[src/design/esai_pkg.sv]
`timescale 1ns / 1ps
// ----------------------------------------------------------------------------
// E-stop / alarm interlock package
// Shared widths, codes and payload types for the E-stop and alarm interlock.
// ----------------------------------------------------------------------------
package esai_pkg;

    localparam int CNT_W      = 13;
    localparam int ELAPSED_W  = 8;
    localparam int CFG_IDX_W  = 2;
    localparam int CFG_DATA_W = 13;

    localparam logic [CNT_W-1:0]     CNT_SAT     = 13'd5000;
    localparam logic [ELAPSED_W-1:0] ELAPSED_SAT = 8'd255;

    localparam logic [CNT_W-1:0]     LATCH_TICKS_RST   = 13'd5;
    localparam logic [CNT_W-1:0]     CLEAR_TICKS_RST   = 13'd50;
    localparam logic [ELAPSED_W-1:0] CONFIRM_TICKS_RST = 8'd5;

    typedef enum logic [1:0] {
        FAULT_OK      = 2'd0,
        FAULT_PRESSED = 2'd1,
        FAULT_GLITCH  = 2'd2,
        FAULT_ALARM   = 2'd3
    } t_fault;

    typedef enum logic [CFG_IDX_W-1:0] {
        CFG_LATCH_TICKS   = 2'd0,
        CFG_CLEAR_TICKS   = 2'd1,
        CFG_CONFIRM_TICKS = 2'd2
    } t_cfg_idx;

    typedef struct packed {
        logic [CNT_W-1:0]     alarm_latch_ticks;
        logic [CNT_W-1:0]     alarm_clear_ticks;
        logic [ELAPSED_W-1:0] estop_confirm_ticks;
    } t_cfg;

    typedef struct packed {
        logic estop_pressed;
        logic estop_edge;
        logic alarm_active;
        logic reset_request;
        logic controller_in_estop;
    } t_tick;

    typedef struct packed {
        logic   disable_drive;
        logic   force_stop;
        logic   enter_estop;
        logic   locked;
        logic   alarm_latched;
        t_fault fault_code;
        logic   inhibit_motion;
        logic   reset_accepted;
        logic   reset_refused;
    } t_result;

endpackage

[src/design/esai_if.sv]
`timescale 1ns / 1ps
// ----------------------------------------------------------------------------
// E-stop / alarm interlock channels
// Valid/ready channels for tick requests, results and register writes.
// ----------------------------------------------------------------------------
interface esai_tick_if;
    logic valid;
    logic ready;
    logic estop_pressed;
    logic estop_edge;
    logic alarm_active;
    logic reset_request;
    logic controller_in_estop;

    modport source (
        output valid, estop_pressed, estop_edge, alarm_active, reset_request,
               controller_in_estop,
        input  ready
    );
    modport sink (
        input  valid, estop_pressed, estop_edge, alarm_active, reset_request,
               controller_in_estop,
        output ready
    );
endinterface

interface esai_result_if;
    logic       valid;
    logic       ready;
    logic       disable_drive;
    logic       force_stop;
    logic       enter_estop;
    logic       locked;
    logic       alarm_latched;
    logic [1:0] fault_code;
    logic       inhibit_motion;
    logic       reset_accepted;
    logic       reset_refused;

    modport source (
        output valid, disable_drive, force_stop, enter_estop, locked, alarm_latched,
               fault_code, inhibit_motion, reset_accepted, reset_refused,
        input  ready
    );
    modport sink (
        input  valid, disable_drive, force_stop, enter_estop, locked, alarm_latched,
               fault_code, inhibit_motion, reset_accepted, reset_refused,
        output ready
    );
endinterface

interface esai_cfg_if;
    logic                              valid;
    logic                              ready;
    logic [esai_pkg::CFG_IDX_W-1:0]  index;
    logic [esai_pkg::CFG_DATA_W-1:0] data;

    modport source (output valid, index, data, input ready);
    modport sink   (input valid, index, data, output ready);
endinterface

[src/design/estop_alarm_safety_interlock.sv]
`timescale 1ns / 1ps
// ----------------------------------------------------------------------------
// E-stop and driver-alarm safety interlock
// Debounces the driver alarm, confirms E-stop edges and guards lock resets.
// ----------------------------------------------------------------------------
// Usage:
//   i_tick   - one request per 1 ms tick with the sampled E-stop and alarm
//              levels, the E-stop edge flag, a reset request and the
//              controller's E-stop state.
//   o_result - one result per tick: drive/stop/E-stop pulses, lock, alarm
//              latch, fault code, motion inhibit and reset outcome.
//   i_cfg    - register writes (latch ticks, clear ticks, confirm ticks);
//              always ready, write only while no tick is in flight.
// A request is registered on acceptance and evaluated by the core; its result
// is loaded into the output register once the result slot is free or draining,
// and o_result.valid then stays high until the receiver takes the result.
// Throughput: one tick per cycle while the receiver takes results; the state
// update is a single pass of counter compares and flag logic between the input
// and result registers. Reset clears the interlock state, both pipeline valids
// and loads the register defaults (5, 50, 5). When the receiver stalls the
// result is held and one more request is still taken into the input register.
// ----------------------------------------------------------------------------
module estop_alarm_safety_interlock (
    input  logic           i_clk,
    input  logic           i_rst_n,
    esai_tick_if.sink      i_tick,
    esai_result_if.source  o_result,
    esai_cfg_if.sink       i_cfg
);

    esai_pkg::t_cfg    w_cfg;
    esai_pkg::t_result w_result;

    logic              r_in_valid;
    esai_pkg::t_tick   r_in;
    logic              r_out_valid;
    esai_pkg::t_result r_out;
    logic              w_advance;
    logic              w_accept;

    esai_cfg_regs u_cfg_regs (
        .i_clk   (i_clk),
        .i_rst_n (i_rst_n),
        .i_cfg   (i_cfg),
        .o_cfg   (w_cfg)
    );

    esai_core u_core (
        .i_clk    (i_clk),
        .i_rst_n  (i_rst_n),
        .i_step   (w_advance),
        .i_tick   (r_in),
        .i_cfg    (w_cfg),
        .o_result (w_result)
    );

    // advance when a request is held and the result slot is free or draining
    assign w_advance    = r_in_valid && (!r_out_valid || o_result.ready);
    assign i_tick.ready = !r_in_valid || w_advance;
    assign w_accept     = i_tick.valid && i_tick.ready;

    always_ff @(posedge i_clk) begin
        if (!i_rst_n) begin
            r_in_valid  <= 1'b0;
            r_out_valid <= 1'b0;
        end else begin
            if (w_accept) begin
                r_in_valid <= 1'b1;
            end else if (w_advance) begin
                r_in_valid <= 1'b0;
            end
            if (w_advance) begin
                r_out_valid <= 1'b1;
            end else if (o_result.ready) begin
                r_out_valid <= 1'b0;
            end
        end
    end

    always_ff @(posedge i_clk) begin
        if (w_accept) begin
            r_in.estop_pressed       <= i_tick.estop_pressed;
            r_in.estop_edge          <= i_tick.estop_edge;
            r_in.alarm_active        <= i_tick.alarm_active;
            r_in.reset_request       <= i_tick.reset_request;
            r_in.controller_in_estop <= i_tick.controller_in_estop;
        end
        if (w_advance) begin
            r_out <= w_result;
        end
    end

    assign o_result.valid          = r_out_valid;
    assign o_result.disable_drive  = r_out.disable_drive;
    assign o_result.force_stop     = r_out.force_stop;
    assign o_result.enter_estop    = r_out.enter_estop;
    assign o_result.locked         = r_out.locked;
    assign o_result.alarm_latched  = r_out.alarm_latched;
    assign o_result.fault_code     = r_out.fault_code;
    assign o_result.inhibit_motion = r_out.inhibit_motion;
    assign o_result.reset_accepted = r_out.reset_accepted;
    assign o_result.reset_refused  = r_out.reset_refused;

`ifndef SYNTHESIS
    a_advance_fills_out: assert property (@(posedge i_clk) disable iff (!i_rst_n)
        w_advance |=> r_out_valid)
        else $error("result register not loaded after advance");

    a_reset_outcome_excl: assert property (@(posedge i_clk) disable iff (!i_rst_n)
        r_out_valid |-> !(r_out.reset_accepted && r_out.reset_refused))
        else $error("reset both accepted and refused");

    a_accepted_reset_clears: assert property (@(posedge i_clk) disable iff (!i_rst_n)
        (r_out_valid && r_out.reset_accepted) |->
            (!r_out.locked && !r_out.alarm_latched &&
             r_out.fault_code == esai_pkg::FAULT_OK))
        else $error("accepted reset left lock, latch or fault set");

    a_latch_inhibits: assert property (@(posedge i_clk) disable iff (!i_rst_n)
        (r_out_valid && r_out.alarm_latched) |-> r_out.inhibit_motion)
        else $error("alarm latched without motion inhibit");

    a_stall_holds_request: assert property (@(posedge i_clk) disable iff (!i_rst_n)
        (r_in_valid && !w_advance) |=> (r_in_valid && $stable(r_in)))
        else $error("held request lost while stalled");
`endif

endmodule

[src/design/esai_cfg_regs.sv]
`timescale 1ns / 1ps
// ----------------------------------------------------------------------------
// E-stop / alarm interlock register file
// Decodes register writes into the three threshold registers.
// ----------------------------------------------------------------------------
module esai_cfg_regs (
    input  logic               i_clk,
    input  logic               i_rst_n,
    esai_cfg_if.sink           i_cfg,
    output esai_pkg::t_cfg     o_cfg
);

    esai_pkg::t_cfg r_cfg;
    esai_pkg::t_cfg n_cfg;

    assign i_cfg.ready = 1'b1;
    assign o_cfg       = r_cfg;

    always_comb begin
        n_cfg = r_cfg;
        if (i_cfg.valid) begin
            unique case (esai_pkg::t_cfg_idx'(i_cfg.index))
                esai_pkg::CFG_LATCH_TICKS: begin
                    n_cfg.alarm_latch_ticks = i_cfg.data;
                end
                esai_pkg::CFG_CLEAR_TICKS: begin
                    n_cfg.alarm_clear_ticks = i_cfg.data;
                end
                esai_pkg::CFG_CONFIRM_TICKS: begin
                    n_cfg.estop_confirm_ticks = i_cfg.data[esai_pkg::ELAPSED_W-1:0];
                end
                default: begin
                    // unmapped index: drop the write
                end
            endcase
        end
    end

    always_ff @(posedge i_clk) begin
        if (!i_rst_n) begin
            r_cfg.alarm_latch_ticks   <= esai_pkg::LATCH_TICKS_RST;
            r_cfg.alarm_clear_ticks   <= esai_pkg::CLEAR_TICKS_RST;
            r_cfg.estop_confirm_ticks <= esai_pkg::CONFIRM_TICKS_RST;
        end else begin
            r_cfg <= n_cfg;
        end
    end

endmodule

[src/design/esai_core.sv]
`timescale 1ns / 1ps
// ----------------------------------------------------------------------------
// E-stop / alarm interlock core
// Holds the interlock state and computes one tick's update and result.
// ----------------------------------------------------------------------------
module esai_core (
    input  logic                i_clk,
    input  logic                i_rst_n,
    input  logic                i_step,
    input  esai_pkg::t_tick     i_tick,
    input  esai_pkg::t_cfg      i_cfg,
    output esai_pkg::t_result   o_result
);

    logic [esai_pkg::CNT_W-1:0]     r_low_cnt,  n_low_cnt;
    logic [esai_pkg::CNT_W-1:0]     r_high_cnt, n_high_cnt;
    logic                           r_latch,    n_latch;
    logic                           r_lock,     n_lock;
    logic                           r_pending,  n_pending;
    logic                           r_running,  n_running;
    logic [esai_pkg::ELAPSED_W-1:0] r_elapsed,  n_elapsed;
    esai_pkg::t_fault               r_fault,    n_fault;

    always_comb begin
        logic in_estop;
        logic dis;
        logic stop;
        logic enter;
        logic acc;
        logic refused;

        n_low_cnt  = r_low_cnt;
        n_high_cnt = r_high_cnt;
        n_latch    = r_latch;
        n_lock     = r_lock;
        n_pending  = r_pending;
        n_running  = r_running;
        n_elapsed  = r_elapsed;
        n_fault    = r_fault;
        in_estop   = i_tick.controller_in_estop;
        dis        = 1'b0;
        stop       = 1'b0;
        enter      = 1'b0;
        acc        = 1'b0;
        refused    = 1'b0;

        if (i_tick.estop_edge) begin
            dis       = 1'b1;
            n_pending = 1'b1;
        end

        // alarm debounce: two saturating run counters
        if (i_tick.alarm_active) begin
            n_high_cnt = '0;
            if (r_low_cnt < esai_pkg::CNT_SAT) begin
                n_low_cnt = r_low_cnt + 1'b1;
            end
            if (n_low_cnt >= i_cfg.alarm_latch_ticks && !r_latch) begin
                n_latch = 1'b1;
                n_fault = esai_pkg::FAULT_ALARM;
                dis     = 1'b1;
                stop    = 1'b1;
                if (!in_estop) begin
                    enter    = 1'b1;
                    in_estop = 1'b1;
                    n_lock   = 1'b1;
                end
            end
        end else begin
            n_low_cnt = '0;
            if (r_high_cnt < esai_pkg::CNT_SAT) begin
                n_high_cnt = r_high_cnt + 1'b1;
            end
            if (n_high_cnt >= i_cfg.alarm_clear_ticks) begin
                n_latch = 1'b0;
            end
        end

        if (i_tick.reset_request) begin
            if (!i_tick.estop_pressed && !n_latch) begin
                n_lock    = 1'b0;
                n_pending = 1'b0;
                n_running = 1'b0;
                n_elapsed = '0;
                n_fault   = esai_pkg::FAULT_OK;
                acc       = 1'b1;
            end else begin
                refused = 1'b1;
            end
        end

        // confirm timer: first tick stops the stepper, then check the level
        if (n_pending) begin
            if (!n_running) begin
                n_running = 1'b1;
                n_elapsed = '0;
                stop      = 1'b1;
            end else if (n_elapsed < esai_pkg::ELAPSED_SAT) begin
                n_elapsed = n_elapsed + 1'b1;
            end
            if (n_elapsed >= i_cfg.estop_confirm_ticks) begin
                if (i_tick.estop_pressed) begin
                    n_fault = esai_pkg::FAULT_PRESSED;
                    if (!in_estop) begin
                        enter    = 1'b1;
                        in_estop = 1'b1;
                        n_lock   = 1'b1;
                    end
                end else begin
                    n_fault = esai_pkg::FAULT_GLITCH;
                    if (!in_estop) begin
                        enter    = 1'b1;
                        in_estop = 1'b1;
                    end
                    n_lock = 1'b1;
                end
                n_pending = 1'b0;
                n_running = 1'b0;
                n_elapsed = '0;
            end
        end

        o_result.disable_drive  = dis;
        o_result.force_stop     = stop;
        o_result.enter_estop    = enter;
        o_result.locked         = n_lock;
        o_result.alarm_latched  = n_latch;
        o_result.fault_code     = n_fault;
        o_result.inhibit_motion = i_tick.estop_pressed | n_latch;
        o_result.reset_accepted = acc;
        o_result.reset_refused  = refused;
    end

    always_ff @(posedge i_clk) begin
        if (!i_rst_n) begin
            r_low_cnt  <= '0;
            r_high_cnt <= '0;
            r_latch    <= 1'b0;
            r_lock     <= 1'b0;
            r_pending  <= 1'b0;
            r_running  <= 1'b0;
            r_elapsed  <= '0;
            r_fault    <= esai_pkg::FAULT_OK;
        end else if (i_step) begin
            r_low_cnt  <= n_low_cnt;
            r_high_cnt <= n_high_cnt;
            r_latch    <= n_latch;
            r_lock     <= n_lock;
            r_pending  <= n_pending;
            r_running  <= n_running;
            r_elapsed  <= n_elapsed;
            r_fault    <= n_fault;
        end
    end

endmodule

[src/flat_wrapper.sv]
// flat-port wrapper written by rule: the top's interface ports become plain ports
module estop_alarm_safety_interlock_flat 
  (i_clk, i_rst_n, i_tick_valid, i_tick_estop_pressed, i_tick_estop_edge, i_tick_alarm_active, i_tick_reset_request, i_tick_controller_in_estop, i_tick_ready, o_result_valid, o_result_disable_drive, o_result_force_stop, o_result_enter_estop, o_result_locked, o_result_alarm_latched, o_result_fault_code, o_result_inhibit_motion, o_result_reset_accepted, o_result_reset_refused, o_result_ready, i_cfg_valid, i_cfg_index, i_cfg_data, i_cfg_ready);
  esai_tick_if i_tick_i ();
  esai_result_if o_result_i ();
  esai_cfg_if i_cfg_i ();
  input  logic i_clk;
  input  logic i_rst_n;
  input wire logic [$bits(i_tick_i.valid)-1:0] i_tick_valid;
  input wire logic [$bits(i_tick_i.estop_pressed)-1:0] i_tick_estop_pressed;
  input wire logic [$bits(i_tick_i.estop_edge)-1:0] i_tick_estop_edge;
  input wire logic [$bits(i_tick_i.alarm_active)-1:0] i_tick_alarm_active;
  input wire logic [$bits(i_tick_i.reset_request)-1:0] i_tick_reset_request;
  input wire logic [$bits(i_tick_i.controller_in_estop)-1:0] i_tick_controller_in_estop;
  output wire logic [$bits(i_tick_i.ready)-1:0] i_tick_ready;
  output wire logic [$bits(o_result_i.valid)-1:0] o_result_valid;
  output wire logic [$bits(o_result_i.disable_drive)-1:0] o_result_disable_drive;
  output wire logic [$bits(o_result_i.force_stop)-1:0] o_result_force_stop;
  output wire logic [$bits(o_result_i.enter_estop)-1:0] o_result_enter_estop;
  output wire logic [$bits(o_result_i.locked)-1:0] o_result_locked;
  output wire logic [$bits(o_result_i.alarm_latched)-1:0] o_result_alarm_latched;
  output wire logic [$bits(o_result_i.fault_code)-1:0] o_result_fault_code;
  output wire logic [$bits(o_result_i.inhibit_motion)-1:0] o_result_inhibit_motion;
  output wire logic [$bits(o_result_i.reset_accepted)-1:0] o_result_reset_accepted;
  output wire logic [$bits(o_result_i.reset_refused)-1:0] o_result_reset_refused;
  input wire logic [$bits(o_result_i.ready)-1:0] o_result_ready;
  input wire logic [$bits(i_cfg_i.valid)-1:0] i_cfg_valid;
  input wire logic [$bits(i_cfg_i.index)-1:0] i_cfg_index;
  input wire logic [$bits(i_cfg_i.data)-1:0] i_cfg_data;
  output wire logic [$bits(i_cfg_i.ready)-1:0] i_cfg_ready;
  assign i_tick_i.valid = i_tick_valid;
  assign i_tick_i.estop_pressed = i_tick_estop_pressed;
  assign i_tick_i.estop_edge = i_tick_estop_edge;
  assign i_tick_i.alarm_active = i_tick_alarm_active;
  assign i_tick_i.reset_request = i_tick_reset_request;
  assign i_tick_i.controller_in_estop = i_tick_controller_in_estop;
  assign i_tick_ready = i_tick_i.ready;
  assign o_result_valid = o_result_i.valid;
  assign o_result_disable_drive = o_result_i.disable_drive;
  assign o_result_force_stop = o_result_i.force_stop;
  assign o_result_enter_estop = o_result_i.enter_estop;
  assign o_result_locked = o_result_i.locked;
  assign o_result_alarm_latched = o_result_i.alarm_latched;
  assign o_result_fault_code = o_result_i.fault_code;
  assign o_result_inhibit_motion = o_result_i.inhibit_motion;
  assign o_result_reset_accepted = o_result_i.reset_accepted;
  assign o_result_reset_refused = o_result_i.reset_refused;
  assign o_result_i.ready = o_result_ready;
  assign i_cfg_i.valid = i_cfg_valid;
  assign i_cfg_i.index = i_cfg_index;
  assign i_cfg_i.data = i_cfg_data;
  assign i_cfg_ready = i_cfg_i.ready;
  estop_alarm_safety_interlock u_core (.i_clk(i_clk), .i_rst_n(i_rst_n), .i_tick(i_tick_i), .o_result(o_result_i), .i_cfg(i_cfg_i));
endmodule
[config.mk]
export PLATFORM = sky130hd
export DESIGN_NAME = estop_alarm_safety_interlock_flat
export DESIGN_NICKNAME = d
export VERILOG_FILES = /design/src/design/esai_pkg.sv /design/src/design/esai_if.sv /design/src/design/estop_alarm_safety_interlock.sv /design/src/design/esai_cfg_regs.sv /design/src/design/esai_core.sv /design/src/flat_wrapper.sv
export SDC_FILE = /design/constraint.sdc
export NUM_CORES = 1
export LEC_CHECK = 0
export BUFFER_PORTS_ARGS = -buffer_cell sky130_fd_sc_hd__buf_2
export CAP_MARGIN = 20
export CORE_MARGIN = 1.5
export CORE_UTILIZATION = 25
export DETAILED_ROUTE_END_ITERATION = 12
export HOLD_SLACK_MARGIN = 0.03
export SLEW_MARGIN = 20
export SYNTH_ARGS = -nofsm -noshare
export SYNTH_HDL_FRONTEND = slang
export SYNTH_SLANG_ARGS = --single-unit
[constraint.sdc]
create_clock -name i_clk -period 6.3 [get_ports i_clk]
set_clock_uncertainty 0.15 [all_clocks]
set_input_delay 0.63 -clock i_clk [delete_from_list [all_inputs] [get_ports i_clk]]
set_output_delay 0.63 -clock i_clk [all_outputs]
set_load 0.1 [all_outputs]
# Yosys cells after proc, flatten, opt, wreduce, memory -nomap -nowiden
# Cells that the tools add are included.
dict set report totals {
  reg_bits 91
  in_bits 25
  wordCells 117
}
dict set report classes {
  add_sub_neg 3
  magnitude_cmp 6
  eq_ne 2
  muxes 61
  bitwise_logic 1
  n_reduce_logical 17
}
# op n
set ops {}
lappend ops {{$mux W13} 6}
lappend ops {{$mux W8} 7}
lappend ops {{$mux W1} 41}
lappend ops {{$add A13 B1 Y13 const B} 2}
lappend ops {{$ge A13 B13 Y1} 2}
lappend ops {{$lt A13 B13 Y1 const B} 2}
lappend ops {{$mux W2} 7}
lappend ops {{$add A8 B1 Y8 const B} 1}
lappend ops {{$ge A8 B8 Y1} 1}
lappend ops {{$lt A8 B8 Y1 const B} 1}
lappend ops {{$reduce_and A2 Y1} 3}
lappend ops {{$logic_not A1 Y1} 5}
lappend ops {{$logic_and A1 B1 Y1} 4}
lappend ops {{$reduce_bool A2 Y1} 2}
lappend ops {{$eq A2 B1 Y1 const B} 1}
lappend ops {{$eq A2 B2 Y1 const B} 1}
lappend ops {{$logic_not A2 Y1} 1}
lappend ops {{$logic_or A1 B1 Y1} 2}
lappend ops {{$or A1 B1 Y1} 1}

# Depth between registers and ports, before layout
dict set report logic_depth {
  word_depth 18
  mapped_depth 33
  ltp_nobuf 29
}

# Hierarchy
# Synthesis repeated with hierarchy kept, for this count alone.
dict set report unflattened {
  cells_unflattened 612
  hier_area_um2 5266.3
}
# mod n_inst cells_each area_per_inst_um2 seq_area_each_um2
set by_module_without_submodules {}
lappend by_module_without_submodules {esai_core 1 454 3358.2 800.8}
lappend by_module_without_submodules {esai_cfg_regs 1 134 1353.8 680.7}
lappend by_module_without_submodules {estop_alarm_safety_interlock 1 24 554.3 490.5}

# Least setup slack after synthesis
# OpenSTA, ideal clock, no wires.
dict set report synth_path {
  path_type {register -> register}
  start {register u_core.u_core.r_low_cnt[3] (netlist name)}
  end {register u_core.u_core.r_elapsed[4] (netlist name)}
  t_arrival_ns 6.609
  required_time_ns 6.080
  path_slack_ns -0.528
  path_stages_with_launch 30
  path_cell_list {dfxtp_1 > or4_1 > a211o_1 > a2111oi_4 > nand3_1 > nor2_1 > xor2_1 > ha_1 > nand4_1 > a2111oi_0 > nor4_1 > o21ai_1 > inv_1 > nor2_1 > ha_1 > and3_1 > nand2_1 > or2_2 > clkbuf_1 > nand4_1 > xor2_1 > nor2_1 > ha_1 > and3_1 > a221oi_1 > o21ai_1 > nor4_1 > clkbuf_1 > nand3_1 > a21oi_1}
}
dict set report synth_between {
  elab_chain_len 18
  word_cells_on_any_way 24
  classes_between {add/sub (2); order compare (4); mux (15); reduce/logical (3)}
}
# item line
set synth_rtl {}
lappend synth_rtl {{start, declared} esai_core.sv:15} ;# logic [esai_pkg::CNT_W-1:0] r_low_cnt, n_low_cnt;
lappend synth_rtl {{start signal, assigned} esai_core.sv:145} ;# r_low_cnt <= n_low_cnt;
lappend synth_rtl {{$add A13 B1 Y13 or $lt A13 B13 Y1 (tied branches)} {esai_core.sv:56, esai_core.sv:55}}
lappend synth_rtl {{$mux W13 *} esai_core.sv:55} ;# if (r_low_cnt < esai_pkg::CNT_SAT) begin
lappend synth_rtl {{$mux W13 *} esai_core.sv:53} ;# if (i_tick.alarm_active) begin
lappend synth_rtl {{$ge A13 B13 Y1 *} esai_core.sv:58} ;# if (n_low_cnt >= i_cfg.alarm_latch_ticks && !r_latch) begin
lappend synth_rtl {{$logic_and A1 B1 Y1 *} esai_core.sv:58}
lappend synth_rtl {{$mux W1 *} esai_core.sv:58}
lappend synth_rtl {{$mux W1 *} esai_core.sv:53}
lappend synth_rtl {{$logic_not A1 Y1 *} esai_core.sv:80} ;# if (!i_tick.estop_pressed && !n_latch) begin
lappend synth_rtl {{(+2 left out)} --}
lappend synth_rtl {{$mux W8} esai_core.sv:79} ;# if (i_tick.reset_request) begin
lappend synth_rtl {{$add A8 B1 Y8 or $lt A8 B8 Y1 (tied branches)} {esai_core.sv:99, esai_core.sv:98}}
lappend synth_rtl {{$mux W8} esai_core.sv:98} ;# end else if (n_elapsed < esai_pkg::ELAPSED_SAT) begin
lappend synth_rtl {{$mux W8} esai_core.sv:94} ;# if (!n_running) begin
lappend synth_rtl {{$mux W8} esai_core.sv:93} ;# if (n_pending) begin
lappend synth_rtl {{$ge A8 B8 Y1} esai_core.sv:101} ;# if (n_elapsed >= i_cfg.estop_confirm_ticks) begin
lappend synth_rtl {{$mux W8} esai_core.sv:101}
lappend synth_rtl {{$mux W8 *} esai_core.sv:93}
lappend synth_rtl {{end signal, assigned} esai_core.sv:151} ;# r_elapsed <= n_elapsed;
lappend synth_rtl {{end, declared} esai_core.sv:21} ;# logic [esai_pkg::ELAPSED_W-1:0] r_elapsed, n_elapsed;
# Every way passes the cells marked *; elsewhere a longest branch is shown, timed or not. The select of a mux whose other input is x is not followed.
# A chain may end at the register's enable or synchronous reset.

# Worst setup path in the final report
dict set report layout_path {
  start {register u_core.u_core.r_low_cnt[5] (netlist name)}
  end {register u_core.u_core.r_elapsed[3] (netlist name)}
}
# Same word-level chain as after synthesis.

==> flow_metrics.env <==
export IMPL_wirelength_um=13000
export IMPL_post_dp_cell_area_um2=5840
export IMPL_place_congestion=0.807
export IMPL_finalInstanceArea_um2=6430
export IMPL_async_reset_ff_frac=0
export IMPL_drtAntennaViolNets=0
export IMPL_worstMarginPinSlew_ns=0.704
export IMPL_drive_gt1_frac=0.222
export IMPL_postCtsHoldBufs=0
export IMPL_grt_usage=0.122
export IMPL_syn_to_final_growth_pct=25.6
export IMPL_synth_area_per_cell_um2=8.20
export IMPL_dp_hpwl_um=9080
export IMPL_cts_root_buffer="clkbuf_16"
export IMPL_cp_max_fo=4
export IMPL_netlist_area_um2=5120
export IMPL_rows=52
export IMPL_clock_latency_ns=0.34
export IMPL_finalCriticalPeriod_ns=6.35
export IMPL_critPathSlowestCell="or4_4"
export IMPL_synth_area_top_cells="dfxtp_1 (30%), ha_1 (9.0%), edfxtp_1 (8.8%)"
export IMPL_numPortBuffers=36
export IMPL_core_area_um2=20200
export IMPL_setup_slack_ns=-0.0481
export IMPL_die_area_um2=21400
export IMPL_violations="setup timing"
export IMPL_p_clk_frac=0.407
export IMPL_clock_sinks=91
export IMPL_synthFlopType="dfxtp_1"
export IMPL_setup_viol=4
export IMPL_power_switching_mw=0.350
export IMPL_endpoint_kind="flip-flop"
export IMPL_synth_edf_count=15
export IMPL_drtIter0Drc=206
export IMPL_clock_path_buffers=2
export IMPL_start_util=0.254
export IMPL_grt_pass1_vias=4349
export IMPL_final_util=0.319
export IMPL_rsz0062_at_grt="true"
export IMPL_yosysUniqueCellTypes=54
export IMPL_p_leak_nw=2.55
export IMPL_synth_commonest_cells="nand2_1 (93), dfxtp_1 (76), a21oi_1 (59), nor2_1 (49), inv_1 (44)"
export IMPL_overflow=0
export IMPL_internal_power_mw=0.932
export IMPL_period_share=1.01
export IMPL_htree_levels=3
export IMPL_synth_nets=687
export IMPL_ioPinCount=38
export IMPL_syn_inst=625
export IMPL_swShare=0.273
export IMPL_crit_required_ns=6.38
export IMPL_hold_violations=0
export IMPL_wl_per_cell_um=13.3
export IMPL_synth_largest_area_cell="dfxtp_1"
export IMPL_fmax_ghz=0.158
export IMPL_ys_ff_latch=91
export IMPL_cts_tree="yes"
export IMPL_cts_clk_slew_worst_paths_ns=0.07
export IMPL_die_w_um=146
export IMPL_maxCapViolCount=0
export IMPL_seqPwrFrac=0.480
export IMPL_timing_slew_headroom=0.529
export IMPL_crit_path_max_incr_delay_ns=0.53
export IMPL_cp_start_kind="flip-flop"
export IMPL_hold_path_class="flip-flop to flip-flop"
export IMPL_yosysMostFrequentCell="nand2_1"
export IMPL_ys_warnings_count=0
export IMPL_arrival_ns=6.42
export IMPL_antenna_found_initial=0
export IMPL_num_antenna_cells=0
export IMPL_max_vdd_ir_drop_v=0.000111
export IMPL_power_density_nw_per_um2=199
export IMPL_numCtsBuffers=9
export IMPL_grt_pass1_wl_um=21200
export IMPL_grt_max_degree=60
export IMPL_vias=4598
export IMPL_finalMaxSlewViolations=0
export IMPL_ys_seq_area_frac=0.385
export IMPL_die_h_um=146
export IMPL_netlist_area_leader_share=0.297
export IMPL_cpMostUsedCell="buf_4"
export IMPL_drc=0
export IMPL_viasPerCell=4.70
export IMPL_nets=765
export IMPL_critPathKind="flip-flop to flip-flop"
export IMPL_status="finished with violations"
export IMPL_drtPass1Iterations=4
export IMPL_combPwrFrac=0.113
==> worst max-delay path, delay by kind of cell (launching register included) <==
kind                     cells  cell delay [ns]
AND/OR/NAND/NOR             10             1.60
adder cells (fa/ha/maj)      2             0.50
AO/OA/AOI/OAI                7             1.63
buffers and inverters       15             1.89
flip-flops                   1             0.32
XOR/XNOR                     1             0.16
==> logic make-up after synthesis <==
family                     share of synthesized area
buffers and inverters                         0.0554
and+or+nand+nor                                0.212
AOI/OAI and AO/OA                              0.198
muxes                                         0.0181
DFF                                            0.385
xor gates and xnor gates                      0.0410
adders and majority gates                     0.0904
other                                       0.000732
==> flip-flops by register name (all words and copies together), names as in the netlist, 2 cells and up <==
| register | flops |
|---|---|
| u_core.u_cfg_regs.o_cfg | 34 |
| u_core.u_core.r_low_cnt | 13 |
| u_core.o_result.fault_code | 2 |
| u_core.u_core.r_high_cnt | 13 |
| u_core.u_core.r_fault | 2 |
| u_core.r_in | 5 |
| u_core.u_core.r_elapsed | 8 |
==> worst paths after layout <==
check             slack [ns]                                     start  cells after the start                                  endpoint
setup / recovery       -0.05   u_core.u_core.r_low_cnt[5]$_SDFFE_PN0P_                     35   u_core.u_core.r_elapsed[3]$_SDFFE_PN0P_
hold / removal          0.31  u_core.u_cfg_regs.o_cfg[20]$_SDFFE_PN0P_                      2  u_core.u_cfg_regs.o_cfg[20]$_SDFFE_PN0P_
setup reg to reg       -0.05   u_core.u_core.r_low_cnt[5]$_SDFFE_PN0P_                     35   u_core.u_core.r_elapsed[3]$_SDFFE_PN0P_
hold reg to reg         0.31  u_core.u_cfg_regs.o_cfg[20]$_SDFFE_PN0P_                      2  u_core.u_cfg_regs.o_cfg[20]$_SDFFE_PN0P_
==> routing by layer <==
metal	track usage	wire length (um)
met5	0	0
met4	0.0419	250
met3	0.0294	590
met2	0.202	5970
met1	0.156	6160
==> stage by stage <==
stage | hold WS [ns] | setup TNS (ns) | power (mW) | instances | setup WS, ns
3_3_place_gp | 0.293 | 0 | 0.763 | 938 | 0.0141
3_5_place_dp | 0.298 | -0.252 | 0.764 | 938 | -0.0709
5_1_grt | 0.304 | -4.57 | 1.33 | 978 | -0.357
6_report | 0.307 | -0.0987 | 1.28 | 978 | -0.0481
2_1_floorplan | 0.286 | 0 | 0.724 | 625 | 0.0253
4_1_cts | 0.305 | 0 | 1.29 | 972 | 0.00755
==> layout by cell type (no fill, tap or decap), types with 3 or more instances in the layout <==
cell type    n
inv_1       42
a21oi_1     56
a31oi_1      8
a221oi_2     3
nor2b_1      7
nor2_1      45
nor2_4       3
a22oi_1      9
and3_1       4
o21ai_1      6
a211oi_1     4
buf_2       36
nand4_1     13
dfxtp_1     74
buf_4       61
ha_1        36
a21oi_2      3
o211ai_1     7
nand2b_1     4
nand2_1     92
and2_1       4
xor2_1       7
nand3_2      3
or3_1        6
edfxtp_1    15
mux2i_1      7
clkbuf_16    9
xnor2_1     17
a2111oi_4    4
nor3_1      11
a21o_1      13
nand3_1     21
clkinvlp_4   3
o21ai_2      3
o21ai_0     21
==> layout make-up <==
type | instances | area [um2]
Clock buffer | 10 | 239
Clock inverter | 6 | 48.8
Fill cell | 2127 | 13700
Inverter | 44 | 165
Multi-Input combinational cell | 460 | 3030
Sequential cell | 91 | 1970
Tap cell | 270 | 338
Timing Repair Buffer | 97 | 638
==> power groups by stage <==
| stage | sequential (mW) | clock [mW] | combinational (mW) |
|---|---|---|---|
| 2_1_floorplan | 0.653 | 0 | 0.0716 |
| 3_3_place_gp | 0.628 | 0 | 0.135 |
| 3_5_place_dp | 0.628 | 0 | 0.136 |
| 4_1_cts | 0.615 | 0.533 | 0.143 |
| 5_1_grt | 0.617 | 0.555 | 0.159 |
| 6_report | 0.615 | 0.522 | 0.145 |
==> repair_timing <==
item                       CTS  global route
hold endpoints to repair     0             0
pin swaps                   32            18
setup endpoints to repair   12            17
setup buffers               19             6
resized for setup           21            15
No activity file was read; power rests on OpenSTA's default activity.
